===== config.mk =====
export PLATFORM = sky130hd
export DESIGN_NAME = xml_stream_tokenizer_flat
export DESIGN_NICKNAME = d
export VERILOG_FILES = /design/src/hw/rtl/xst_pkg.sv /design/src/hw/rtl/xst_if.sv /design/src/hw/rtl/xml_stream_tokenizer.sv /design/src/hw/rtl/xst_scan.sv /design/src/hw/rtl/xst_res_fifo.sv /design/src/flat_wrapper.sv
export VERILOG_INCLUDE_DIRS = /design/src /design/src/hw/rtl
export SDC_FILE = /design/constraint.sdc
export NUM_CORES = 1
export LEC_CHECK = 0
export BUFFER_PORTS_ARGS = -buffer_cell sky130_fd_sc_hd__buf_4
export CAP_MARGIN = 20
export CORE_MARGIN = 2
export CORE_UTILIZATION = 48
export CTS_CLUSTER_DIAMETER = 150
export DETAILED_ROUTE_END_ITERATION = 8
export MAX_ROUTING_LAYER = met4
export PLACE_DENSITY = 0.75
export SLEW_MARGIN = 20
export SYNTH_ARGS = -nofsm -noshare
export SYNTH_HDL_FRONTEND = slang
export SYNTH_SLANG_ARGS = --single-unit

===== constraint.sdc =====
create_clock -name clk -period 11.19 [get_ports clk]
set_input_delay 0.5595 -clock clk [delete_from_list [all_inputs] [get_ports clk]]
set_output_delay 0.5595 -clock clk [all_outputs]
set_load 0.03 [all_outputs]

===== src/hw/rtl/xml_stream_tokenizer_macros.svh =====
// ----------------------------------------------------------------------------
// XML stream tokenizer assertion macros
// Shared concurrent assertion forms, clocked on clk and idle during reset.
// ----------------------------------------------------------------------------
`ifndef XML_STREAM_TOKENIZER_MACROS_SVH
`define XML_STREAM_TOKENIZER_MACROS_SVH

// The consequent must hold in the same cycle as the antecedent.
`define XST_ASSERT_SAME(label, ante, cons, msg) \
	label: assert property (@(posedge clk) disable iff (!arst_n) (ante) |-> (cons)) \
		else $error(msg);

// The consequent must hold in the cycle after the antecedent.
`define XST_ASSERT_NEXT(label, ante, cons, msg) \
	label: assert property (@(posedge clk) disable iff (!arst_n) (ante) |=> (cons)) \
		else $error(msg);

`endif


===== src/hw/rtl/xst_pkg.sv =====
// ----------------------------------------------------------------------------
// XML stream tokenizer package
// Scanner modes, event and content codes, scanner state and result types.
// ----------------------------------------------------------------------------
package xst_pkg;

	typedef enum logic [10:0] {
		M_ROOT       = 11'b000_0000_0001,
		M_TEXT       = 11'b000_0000_0010,
		M_NAME       = 11'b000_0000_0100,
		M_STAG       = 11'b000_0000_1000,
		M_ETAG       = 11'b000_0001_0000,
		M_CLOSE      = 11'b000_0010_0000,
		M_ATTR       = 11'b000_0100_0000,
		M_AFTER_NAME = 11'b000_1000_0000,
		M_VAL_BEGIN  = 11'b001_0000_0000,
		M_VAL_SQ     = 11'b010_0000_0000,
		M_VAL_DQ     = 11'b100_0000_0000
	} mode_t;

	typedef enum logic [1:0] {
		TGT_START = 2'd0,
		TGT_END   = 2'd1,
		TGT_ATTR  = 2'd2
	} tgt_t;

	typedef enum logic [2:0] {
		EV_CONTENT   = 3'd0,
		EV_START     = 3'd1,
		EV_END       = 3'd2,
		EV_ATTR_VAL  = 3'd3,
		EV_ATTR_BARE = 3'd4,
		EV_TEXT_END  = 3'd5,
		EV_ERROR     = 3'd6
	} ev_t;

	typedef enum logic [2:0] {
		CL_START_NAME = 3'd0,
		CL_END_NAME   = 3'd1,
		CL_ATTR_NAME  = 3'd2,
		CL_ATTR_VALUE = 3'd3,
		CL_TEXT       = 3'd4
	} cls_t;

	typedef enum logic {
		REQ_BYTE   = 1'b0,
		REQ_FINISH = 1'b1
	} req_t;

	localparam logic [7:0] CH_LT    = 8'h3C;
	localparam logic [7:0] CH_GT    = 8'h3E;
	localparam logic [7:0] CH_SLASH = 8'h2F;
	localparam logic [7:0] CH_EQ    = 8'h3D;
	localparam logic [7:0] CH_DQ    = 8'h22;
	localparam logic [7:0] CH_SQ    = 8'h27;
	localparam logic [7:0] CH_SPACE = 8'h20;

	typedef struct packed {
		mode_t mode;
		tgt_t  tgt;
		logic  btw;
		logic  err;
		logic  fin;
	} scan_st_t;

	typedef struct packed {
		ev_t        kind;
		cls_t       cls;
		logic [7:0] data;
		logic       last;
	} res_t;

	localparam scan_st_t SCAN_RESET = '{
		mode: M_ROOT, tgt: TGT_START, btw: 1'b1, err: 1'b0, fin: 1'b0
	};

	function automatic logic is_ws(input logic [7:0] b);
		return (b == 8'h09) || (b == 8'h0A) || (b == 8'h0D) || (b == CH_SPACE);
	endfunction

	function automatic logic is_name_start(input logic [7:0] b);
		return ((b >= 8'h41) && (b <= 8'h5A)) || ((b >= 8'h61) && (b <= 8'h7A))
			|| (b == 8'h5F);
	endfunction

	function automatic logic is_name_char(input logic [7:0] b);
		return is_name_start(b) || ((b >= 8'h30) && (b <= 8'h39)) || (b == 8'h2D)
			|| (b == 8'h2E);
	endfunction

endpackage


===== src/hw/rtl/xst_if.sv =====
// ----------------------------------------------------------------------------
// XML stream tokenizer channels
// Valid/ready channels for document bytes in and token events out.
// ----------------------------------------------------------------------------
interface xst_in_if;
	logic       valid;
	logic       ready;
	logic       req_type;
	logic [7:0] data_byte;

	modport source (output valid, output req_type, output data_byte, input ready);
	modport sink (input valid, input req_type, input data_byte, output ready);
endinterface

interface xst_out_if;
	logic       valid;
	logic       ready;
	logic [2:0] event_kind;
	logic [2:0] content_class;
	logic [7:0] out_byte;
	logic       last_of_run;

	modport source (output valid, output event_kind, output content_class,
		output out_byte, output last_of_run, input ready);
	modport sink (input valid, input event_kind, input content_class,
		input out_byte, input last_of_run, output ready);
endinterface


===== src/hw/rtl/xml_stream_tokenizer.sv =====
// A taken beat is registered in the input stage, and its results then in the result queue.
// Throughput: one document beat per cycle while each beat yields at most one result and the
// queue has room for two; a two-result beat drains at one result a cycle as events are taken.
// Reset: arst_n clears the scanner to between tags, the error and finish flags, and the queue.
// ----------------------------------------------------------------------------
// XML stream tokenizer
// Scans an XML byte stream and emits tagged content bytes and markup events.
// ----------------------------------------------------------------------------
`include "xml_stream_tokenizer_macros.svh"

module xml_stream_tokenizer #(
	parameter int FifoDepth = 4
) (
	input logic       clk,
	input logic       arst_n,
	xst_in_if.sink    bytes,
	xst_out_if.source events
);
	import xst_pkg::*;

	localparam int CntW = $clog2(FifoDepth + 1);

	logic            valid_s1;
	logic            req_type_s1;
	logic [7:0]      data_byte_s1;
	scan_st_t        st_q;
	scan_st_t        st_nxt;
	res_t            res [2];
	logic [1:0]      res_n;
	logic [1:0]      push_n;
	logic            go;
	logic            room2;
	logic            pop;
	logic            not_empty;
	res_t            head;
	logic [CntW-1:0] count;

	assign go = valid_s1 && room2;
	assign bytes.ready = !valid_s1 || go;
	assign push_n = go ? res_n : 2'd0;
	assign pop = events.valid && events.ready;

	always_ff @(posedge clk) begin
		if (bytes.valid && bytes.ready) begin
			req_type_s1 <= bytes.req_type;
			data_byte_s1 <= bytes.data_byte;
		end
	end

	always_ff @(posedge clk or negedge arst_n) begin
		if (!arst_n) begin
			valid_s1 <= 1'b0;
			st_q <= SCAN_RESET;
		end else begin
			if (bytes.ready) begin
				valid_s1 <= bytes.valid;
			end
			if (go) begin
				st_q <= st_nxt;
			end
		end
	end

	xst_scan u_scan (
		.st       (st_q),
		.req_type (req_type_s1),
		.data_byte(data_byte_s1),
		.st_nxt   (st_nxt),
		.res      (res),
		.res_n    (res_n)
	);

	xst_res_fifo #(
		.Depth(FifoDepth)
	) u_fifo (
		.clk      (clk),
		.arst_n   (arst_n),
		.push_res (res),
		.push_n   (push_n),
		.pop      (pop),
		.head     (head),
		.not_empty(not_empty),
		.room2    (room2),
		.count    (count)
	);

	assign events.valid = not_empty;
	assign events.event_kind = head.kind;
	assign events.content_class = head.cls;
	assign events.out_byte = head.data;
	assign events.last_of_run = head.last;

	`XST_ASSERT_NEXT(a_err_sticky, st_q.err, st_q.err, "error flag dropped")
	`XST_ASSERT_NEXT(a_fin_sticky, st_q.fin, st_q.fin, "finish flag dropped")
	`XST_ASSERT_SAME(a_no_res_after_stop, go && (st_q.err || st_q.fin), res_n == 2'd0, "result after stop")
	`XST_ASSERT_SAME(a_queue_bound, 1'b1, count <= CntW'(FifoDepth), "result queue overflow")

endmodule


===== src/hw/rtl/xst_scan.sv =====
// ----------------------------------------------------------------------------
// XML stream tokenizer scan step
// Next scanner state and up to two results for one document beat.
// ----------------------------------------------------------------------------
module xst_scan (
	input  xst_pkg::scan_st_t st,
	input  logic              req_type,
	input  logic [7:0]        data_byte,
	output xst_pkg::scan_st_t st_nxt,
	output xst_pkg::res_t     res [2],
	output logic [1:0]        res_n
);
	import xst_pkg::*;

	always_comb begin
		scan_st_t s;
		logic [1:0] n;
		logic done;
		logic again;
		logic fail;
		logic emit;
		ev_t ek;
		cls_t ec;
		logic [7:0] ed;
		logic [7:0] b;

		s = st;
		n = 2'd0;
		done = 1'b0;
		b = data_byte;
		res[0] = '{kind: EV_CONTENT, cls: CL_START_NAME, data: 8'd0, last: 1'b0};
		res[1] = '{kind: EV_CONTENT, cls: CL_START_NAME, data: 8'd0, last: 1'b0};

		if (st.err || st.fin) begin
			done = 1'b1;
		end else if (req_t'(req_type) == REQ_FINISH) begin
			done = 1'b1;
			if (!st.btw) begin
				res[0] = '{kind: EV_ERROR, cls: CL_START_NAME, data: 8'd0, last: 1'b0};
				n = 2'd1;
				s.err = 1'b1;
			end else begin
				s.fin = 1'b1;
			end
		end

		for (int p = 0; p < 3; p++) begin
			again = 1'b0;
			fail = 1'b0;
			emit = 1'b0;
			ek = EV_CONTENT;
			ec = CL_START_NAME;
			ed = 8'd0;
			if (!done) begin
				unique case (s.mode)
					M_TEXT: begin
						emit = 1'b1;
						if (b == CH_LT) begin
							ek = EV_TEXT_END;
							s.btw = 1'b0;
							s.tgt = TGT_START;
							s.mode = M_STAG;
						end else begin
							ec = CL_TEXT;
							ed = b;
						end
					end
					M_STAG: begin
						if (b == CH_SLASH) begin
							s.tgt = TGT_END;
							s.mode = M_ETAG;
						end else if (is_name_start(b)) begin
							emit = 1'b1;
							ec = cls_t'({1'b0, s.tgt});
							ed = b;
							s.mode = M_NAME;
						end else begin
							fail = 1'b1;
						end
					end
					M_ETAG: begin
						if (is_name_start(b)) begin
							emit = 1'b1;
							ec = cls_t'({1'b0, s.tgt});
							ed = b;
							s.mode = M_NAME;
						end else begin
							fail = 1'b1;
						end
					end
					M_NAME: begin
						if (is_name_char(b)) begin
							emit = 1'b1;
							ec = cls_t'({1'b0, s.tgt});
							ed = b;
						end else if (s.tgt == TGT_END) begin
							emit = 1'b1;
							ek = EV_END;
							s.mode = M_CLOSE;
							again = 1'b1;
						end else if (s.tgt == TGT_ATTR) begin
							s.mode = M_AFTER_NAME;
							again = 1'b1;
						end else begin
							emit = 1'b1;
							ek = EV_START;
							s.mode = M_ATTR;
							again = 1'b1;
						end
					end
					M_CLOSE: begin
						if (b == CH_GT) begin
							s.btw = 1'b1;
							s.mode = M_ROOT;
						end else begin
							fail = 1'b1;
						end
					end
					M_ATTR: begin
						if (is_ws(b)) begin
							s.mode = M_ATTR;
						end else if (b == CH_SLASH) begin
							emit = 1'b1;
							ek = EV_END;
							s.mode = M_CLOSE;
						end else if (b == CH_GT) begin
							s.btw = 1'b1;
							s.mode = M_ROOT;
						end else if (is_name_start(b)) begin
							emit = 1'b1;
							ec = CL_ATTR_NAME;
							ed = b;
							s.tgt = TGT_ATTR;
							s.mode = M_NAME;
						end else begin
							fail = 1'b1;
						end
					end
					M_AFTER_NAME: begin
						if (is_ws(b)) begin
							s.mode = M_AFTER_NAME;
						end else if (b == CH_EQ) begin
							s.mode = M_VAL_BEGIN;
						end else if (b == CH_SLASH || b == CH_GT || is_name_start(b)) begin
							emit = 1'b1;
							ek = EV_ATTR_BARE;
							s.mode = M_ATTR;
							again = 1'b1;
						end else begin
							fail = 1'b1;
						end
					end
					M_VAL_BEGIN: begin
						if (is_ws(b)) begin
							s.mode = M_VAL_BEGIN;
						end else if (b == CH_DQ) begin
							s.mode = M_VAL_DQ;
						end else if (b == CH_SQ) begin
							s.mode = M_VAL_SQ;
						end else begin
							fail = 1'b1;
						end
					end
					M_VAL_SQ, M_VAL_DQ: begin
						if (b < CH_SPACE) begin
							fail = 1'b1;
						end else if (b == ((s.mode == M_VAL_SQ) ? CH_SQ : CH_DQ)) begin
							emit = 1'b1;
							ek = EV_ATTR_VAL;
							s.mode = M_ATTR;
						end else begin
							emit = 1'b1;
							ec = CL_ATTR_VALUE;
							ed = b;
						end
					end
					default: begin
						if (is_ws(b)) begin
							s.mode = M_ROOT;
						end else if (b == CH_LT) begin
							s.btw = 1'b0;
							s.tgt = TGT_START;
							s.mode = M_STAG;
						end else if (b < CH_SPACE) begin
							fail = 1'b1;
						end else begin
							emit = 1'b1;
							ec = CL_TEXT;
							ed = b;
							s.mode = M_TEXT;
						end
					end
				endcase

				if (fail) begin
					emit = 1'b1;
					ek = EV_ERROR;
					ec = CL_START_NAME;
					ed = b;
					s.err = 1'b1;
				end
				if (emit && n != 2'd2) begin
					res[n[0]] = '{kind: ek, cls: ec, data: ed, last: 1'b0};
					n = n + 2'd1;
				end
				if (fail || !again) begin
					done = 1'b1;
				end
			end
		end

		if (n == 2'd1) begin
			res[0].last = 1'b1;
		end else if (n == 2'd2) begin
			res[1].last = 1'b1;
		end
		st_nxt = s;
		res_n = n;
	end

endmodule


===== src/hw/rtl/xst_res_fifo.sv =====
// ----------------------------------------------------------------------------
// XML stream tokenizer result queue
// Small register queue that takes up to two results a cycle and gives one.
// ----------------------------------------------------------------------------
module xst_res_fifo #(
	parameter int Depth = 4
) (
	input  logic          clk,
	input  logic          arst_n,
	input  xst_pkg::res_t push_res [2],
	input  logic [1:0]    push_n,
	input  logic          pop,
	output xst_pkg::res_t head,
	output logic          not_empty,
	output logic          room2,
	output logic [$clog2(Depth+1)-1:0] count
);
	import xst_pkg::*;

	localparam int PtrW = (Depth > 1) ? $clog2(Depth) : 1;
	localparam int CntW = $clog2(Depth + 1);

	res_t            mem_q [Depth];
	logic [PtrW-1:0] wr_ptr_q;
	logic [PtrW-1:0] rd_ptr_q;
	logic [CntW-1:0] count_q;
	logic [PtrW-1:0] wr_ptr_p1;
	logic [PtrW-1:0] wr_ptr_p2;

	function automatic logic [PtrW-1:0] ptr_inc(input logic [PtrW-1:0] p);
		return (p == PtrW'(Depth - 1)) ? '0 : p + PtrW'(1);
	endfunction

	assign wr_ptr_p1 = ptr_inc(wr_ptr_q);
	assign wr_ptr_p2 = ptr_inc(wr_ptr_p1);

	always_ff @(posedge clk) begin
		if (push_n != 2'd0) begin
			mem_q[wr_ptr_q] <= push_res[0];
		end
		if (push_n == 2'd2) begin
			mem_q[wr_ptr_p1] <= push_res[1];
		end
	end

	always_ff @(posedge clk or negedge arst_n) begin
		if (!arst_n) begin
			wr_ptr_q <= '0;
			rd_ptr_q <= '0;
			count_q <= '0;
		end else begin
			if (push_n == 2'd1) begin
				wr_ptr_q <= wr_ptr_p1;
			end else if (push_n == 2'd2) begin
				wr_ptr_q <= wr_ptr_p2;
			end
			if (pop) begin
				rd_ptr_q <= ptr_inc(rd_ptr_q);
			end
			count_q <= count_q + CntW'(push_n) - CntW'(pop);
		end
	end

	assign head = mem_q[rd_ptr_q];
	assign not_empty = (count_q != '0);
	assign room2 = (count_q <= CntW'(Depth - 2));
	assign count = count_q;

endmodule


===== src/flat_wrapper.sv =====
// flat-port wrapper written by rule: the top's interface ports become plain ports
module xml_stream_tokenizer_flat import xst_pkg::*;
#(
	parameter int FifoDepth = 4
)
  (clk, arst_n, bytes_valid, bytes_req_type, bytes_data_byte, bytes_ready, events_valid, events_event_kind, events_content_class, events_out_byte, events_last_of_run, events_ready);
  xst_in_if bytes_i ();
  xst_out_if events_i ();
  input logic clk;
  input logic arst_n;
  input wire logic [$bits(bytes_i.valid)-1:0] bytes_valid;
  input wire logic [$bits(bytes_i.req_type)-1:0] bytes_req_type;
  input wire logic [$bits(bytes_i.data_byte)-1:0] bytes_data_byte;
  output wire logic [$bits(bytes_i.ready)-1:0] bytes_ready;
  output wire logic [$bits(events_i.valid)-1:0] events_valid;
  output wire logic [$bits(events_i.event_kind)-1:0] events_event_kind;
  output wire logic [$bits(events_i.content_class)-1:0] events_content_class;
  output wire logic [$bits(events_i.out_byte)-1:0] events_out_byte;
  output wire logic [$bits(events_i.last_of_run)-1:0] events_last_of_run;
  input wire logic [$bits(events_i.ready)-1:0] events_ready;
  assign bytes_i.valid = bytes_valid;
  assign bytes_i.req_type = bytes_req_type;
  assign bytes_i.data_byte = bytes_data_byte;
  assign bytes_ready = bytes_i.ready;
  assign events_valid = events_i.valid;
  assign events_event_kind = events_i.event_kind;
  assign events_content_class = events_i.content_class;
  assign events_out_byte = events_i.out_byte;
  assign events_last_of_run = events_i.last_of_run;
  assign events_i.ready = events_ready;
  xml_stream_tokenizer #(.FifoDepth(FifoDepth)) u_core (.clk(clk), .arst_n(arst_n), .bytes(bytes_i), .events(events_i));
endmodule

==> out/summary.txt <==
status: completed
CTS Sinks: 93
EDFF count, synth: 69
global-route wire length before repair: 41700 um
layout cells sized above 1: 15.0%
ANT cells: 0
sequential area share after synthesis: 33.0%
DR DRC count: 0
Max transition margin: 23.7%
Synth Instances: 886
clk_skew: 0.0169 ns
Sw Share: 44.2%
final wirelength: 26500 um
grt ovf: 0
P_leak: 3.50 nW
post-CTS sizing: 0
max-slew violation count: 0
GPL Wtd Cong: 1.06
placed cell areas: 8410 um^2
via count: 7630
post-layout min period: 8.61 ns
Max Clk Rate: 116 MHz
Synth Net Count: 920
starting density of the core: 49.0%
DR iter-0 viols: 1018
asr flop ratio synth: 25.8%
Post-CTS Hold Buffers: 0
Site Rows: 47
initial antenna violation count: 0
top cells by area, synth: edfxtp_1, dfrtp_1, mux4_2
clock buffer depth: 2
HPWL Detailed: 19800 um
count leader, synth: nand2_1
R2R Setup Slk: 2.58 ns
reg2reg end: u_core.u_fifo.mem_q[0][0]
Area Growth Syn to Fin: 7.57%
GR Util All Layers: 31.1%
Core Region: 16500 um^2
post-route clock period utilization: 77.0%
nets: 914
Die H: 134 um
CP arrival: 8.85 ns
cell taking the most area after synthesis: edfxtp_1
Clock Power Share: 20.9%
Internal Power: 856 uW
Mapped Area: 8090 um^2
Synth cell types: 107
Reg clk slew, reported paths: 0.08 ns
drt pass-1 iters: 8
largest fanout on the critical path: 24
Post-DRT Antenna Nets: 0
CTS root buffer: clkbuf_16
clk_lat worst skew: 0.37 ns
WP data required: 11.43 ns
wire per inst: 24.0 um
final instance area: 8710 um^2
worst min path class: input port to async pin
yosys warns: 0
Final WS setup: 2.58 ns
Post-synth top cells: nand2_1, edfxtp_1, nor2_1, o21ai_0, a21oi_1
dominant synthesized flop cell: edfxtp_1
CP Capture Type: flop
FF+latch count, synth: 93
worst slew pin tran: 1.14 ns
Die Area: 17900 um^2
crit path launch: u_core.data_byte_s1[1]
Setup violations, final: 0
vias per cell: 6.90
cells on worst reg2reg path: 21
PwrDens: 176 nW/um^2
IO Count: 30
top cell type's share of synthesized area: 25.6%
Hold WS: 0.0855 ns
setup TNS: 0 ns
CP Launch Type: flop
CTS tree: yes
max cap viols: 0
number of global-route vias before repair: 7248
die width: 134 um
Sw Pwr: 679 uW
total CTS buffers: 9
setup repair after global routing missed its margin: false
Port Buffers: 29
Final Hold Fails: 0
Setup WS pre-CTS: 2.85 ns
CTS HTree Levels: 3
logic gate share of total power: 46.2%
Seq pwr share: 32.9%
r2r startpoint: u_core.data_byte_s1[1]
Peak supply drop: 0.202 mV
CP Class: flop to flop
post-synthesis average cell area: 9.14 um^2
Post-CTS Setup Bufs: 0
largest net degree at the start of global routing: 26
## flip-flops by register name, summed over array words and instances (netlist names)
| signal | flops |
|---|---|
| u_core.req_type_s1 | 1 |
| u_core.u_fifo.count | 3 |
| u_core.valid_s1 | 1 |
| u_core.u_fifo.mem_q | 60 |
| u_core.st_q | 16 |
| u_core.u_fifo.wr_ptr_q | 2 |
| u_core.data_byte_s1 | 8 |
| u_core.u_fifo.rd_ptr_q | 2 |
## cells by family after synthesis
group	Yosys count	share of synthesized area (%)
AND/OR/NAND/NOR	362	24.5
AO/OA/AOI/OAI	250	22.9
flip-flops	93	33.0
buffers and inverters	84	4.59
multiplexers	57	9.57
adder cells (fa/ha/maj)	21	3.34
XOR/XNOR	19	2.06
## worst max-delay path, stage by stage (launching register included)
cell and delay, ns:
edfxtp_1 0.87, a21oi_1 0.18, nor3_1 0.51, o21a_1 0.42
nor3_1 0.21, o31ai_1 0.53, and2_1 0.40, nand4_1 0.29
o31ai_2 0.57, or2_1 0.36, a31oi_2 0.20, o31a_2 0.50
xnor2_1 0.73, ha_1 0.34, nor2_1 0.09, and3_1 0.21
o21ai_0 0.32, ha_1 0.35, nand2_1 0.53, or3_1 0.52
a211oi_1 0.21, a211o_1 0.13
## layout by cell type, fill, tap and decap left out, types with 5 or more instances in the layout
| cell | n |
|---|---|
| o21ai_0 | 45 |
| o22ai_1 | 9 |
| and3_1 | 9 |
| mux2_2 | 9 |
| nor4_1 | 15 |
| nand2_1 | 81 |
| a21o_1 | 5 |
| o211ai_1 | 5 |
| clkbuf_16 | 9 |
| or3_1 | 14 |
| or2_2 | 5 |
| o31ai_1 | 7 |
| nor2_1 | 69 |
| nor3_1 | 29 |
| dfrtp_1 | 21 |
| nor2b_1 | 7 |
| nand3_1 | 22 |
| a211oi_1 | 11 |
| a31oi_1 | 10 |
| inv_1 | 24 |
| a221oi_1 | 6 |
| o21ai_1 | 10 |
| buf_4 | 41 |
| edfxtp_1 | 69 |
| o211a_1 | 9 |
| xnor2_1 | 17 |
| mux4_2 | 15 |
| nand2b_1 | 10 |
| o21a_1 | 6 |
| a211o_1 | 12 |
| and2_1 | 32 |
| ha_1 | 20 |
| a21oi_1 | 47 |
| nand4_1 | 19 |
| mux2i_1 | 32 |
## layer usage
metal  track usage [%]  routed length, um  vias to the layer above  part of all wire, %
met5                 -                  0                        -                    0
met4              12.9               1140                        0                  4.3
met3              6.95               2650                      104                   10
met2              47.1              12000                      514                   45
met1              40.6              10800                     3623                   41
li1                  -                  -                     3389                    -
## worst max path at each step
stage                                     end  slack [ns]  cells after the start
floorplan           u_core.u_fifo.mem_q[1][0]        4.11                     28
global placement    u_core.u_fifo.mem_q[2][0]        2.85                     21
detailed placement  u_core.u_fifo.mem_q[0][0]        2.85                     21
CTS                 u_core.u_fifo.mem_q[0][0]        2.80                     21
global route        u_core.u_fifo.mem_q[2][0]        1.91                     21
finish              u_core.u_fifo.mem_q[0][0]        2.58                     21
## through the flow
step	total power, mW	cells	util [%]
2_1_floorplan	1.01	886	-
3_3_place_gp	1.20	1089	50.9
3_5_place_dp	1.20	1089	50.9
4_1_cts	1.53	1105	52.7
5_1_grt	1.62	1105	52.7
6_report	1.54	1105	52.7
## power by group through the flow
stage          registers [mW]  clock network (mW)  logic (mW)
5_1_grt                 0.513               0.339       0.765
6_report                0.505               0.322       0.710
2_1_floorplan           0.439                   0       0.571
3_5_place_dp            0.508                   0       0.695
4_1_cts                 0.502               0.326       0.698
3_3_place_gp            0.506                   0       0.697
## final cells by class
type | instances | area (um^2)
Tap cell | 220 | 275
Clock inverter | 7 | 72.6
Timing Repair Buffer | 41 | 308
Multi-Input combinational cell | 709 | 5050
Inverter | 26 | 97.6
Clock buffer | 9 | 225
Sequential cell | 93 | 2680
Fill cell | 1491 | 7820
Note: power is estimated with default switching activity, not from simulation.
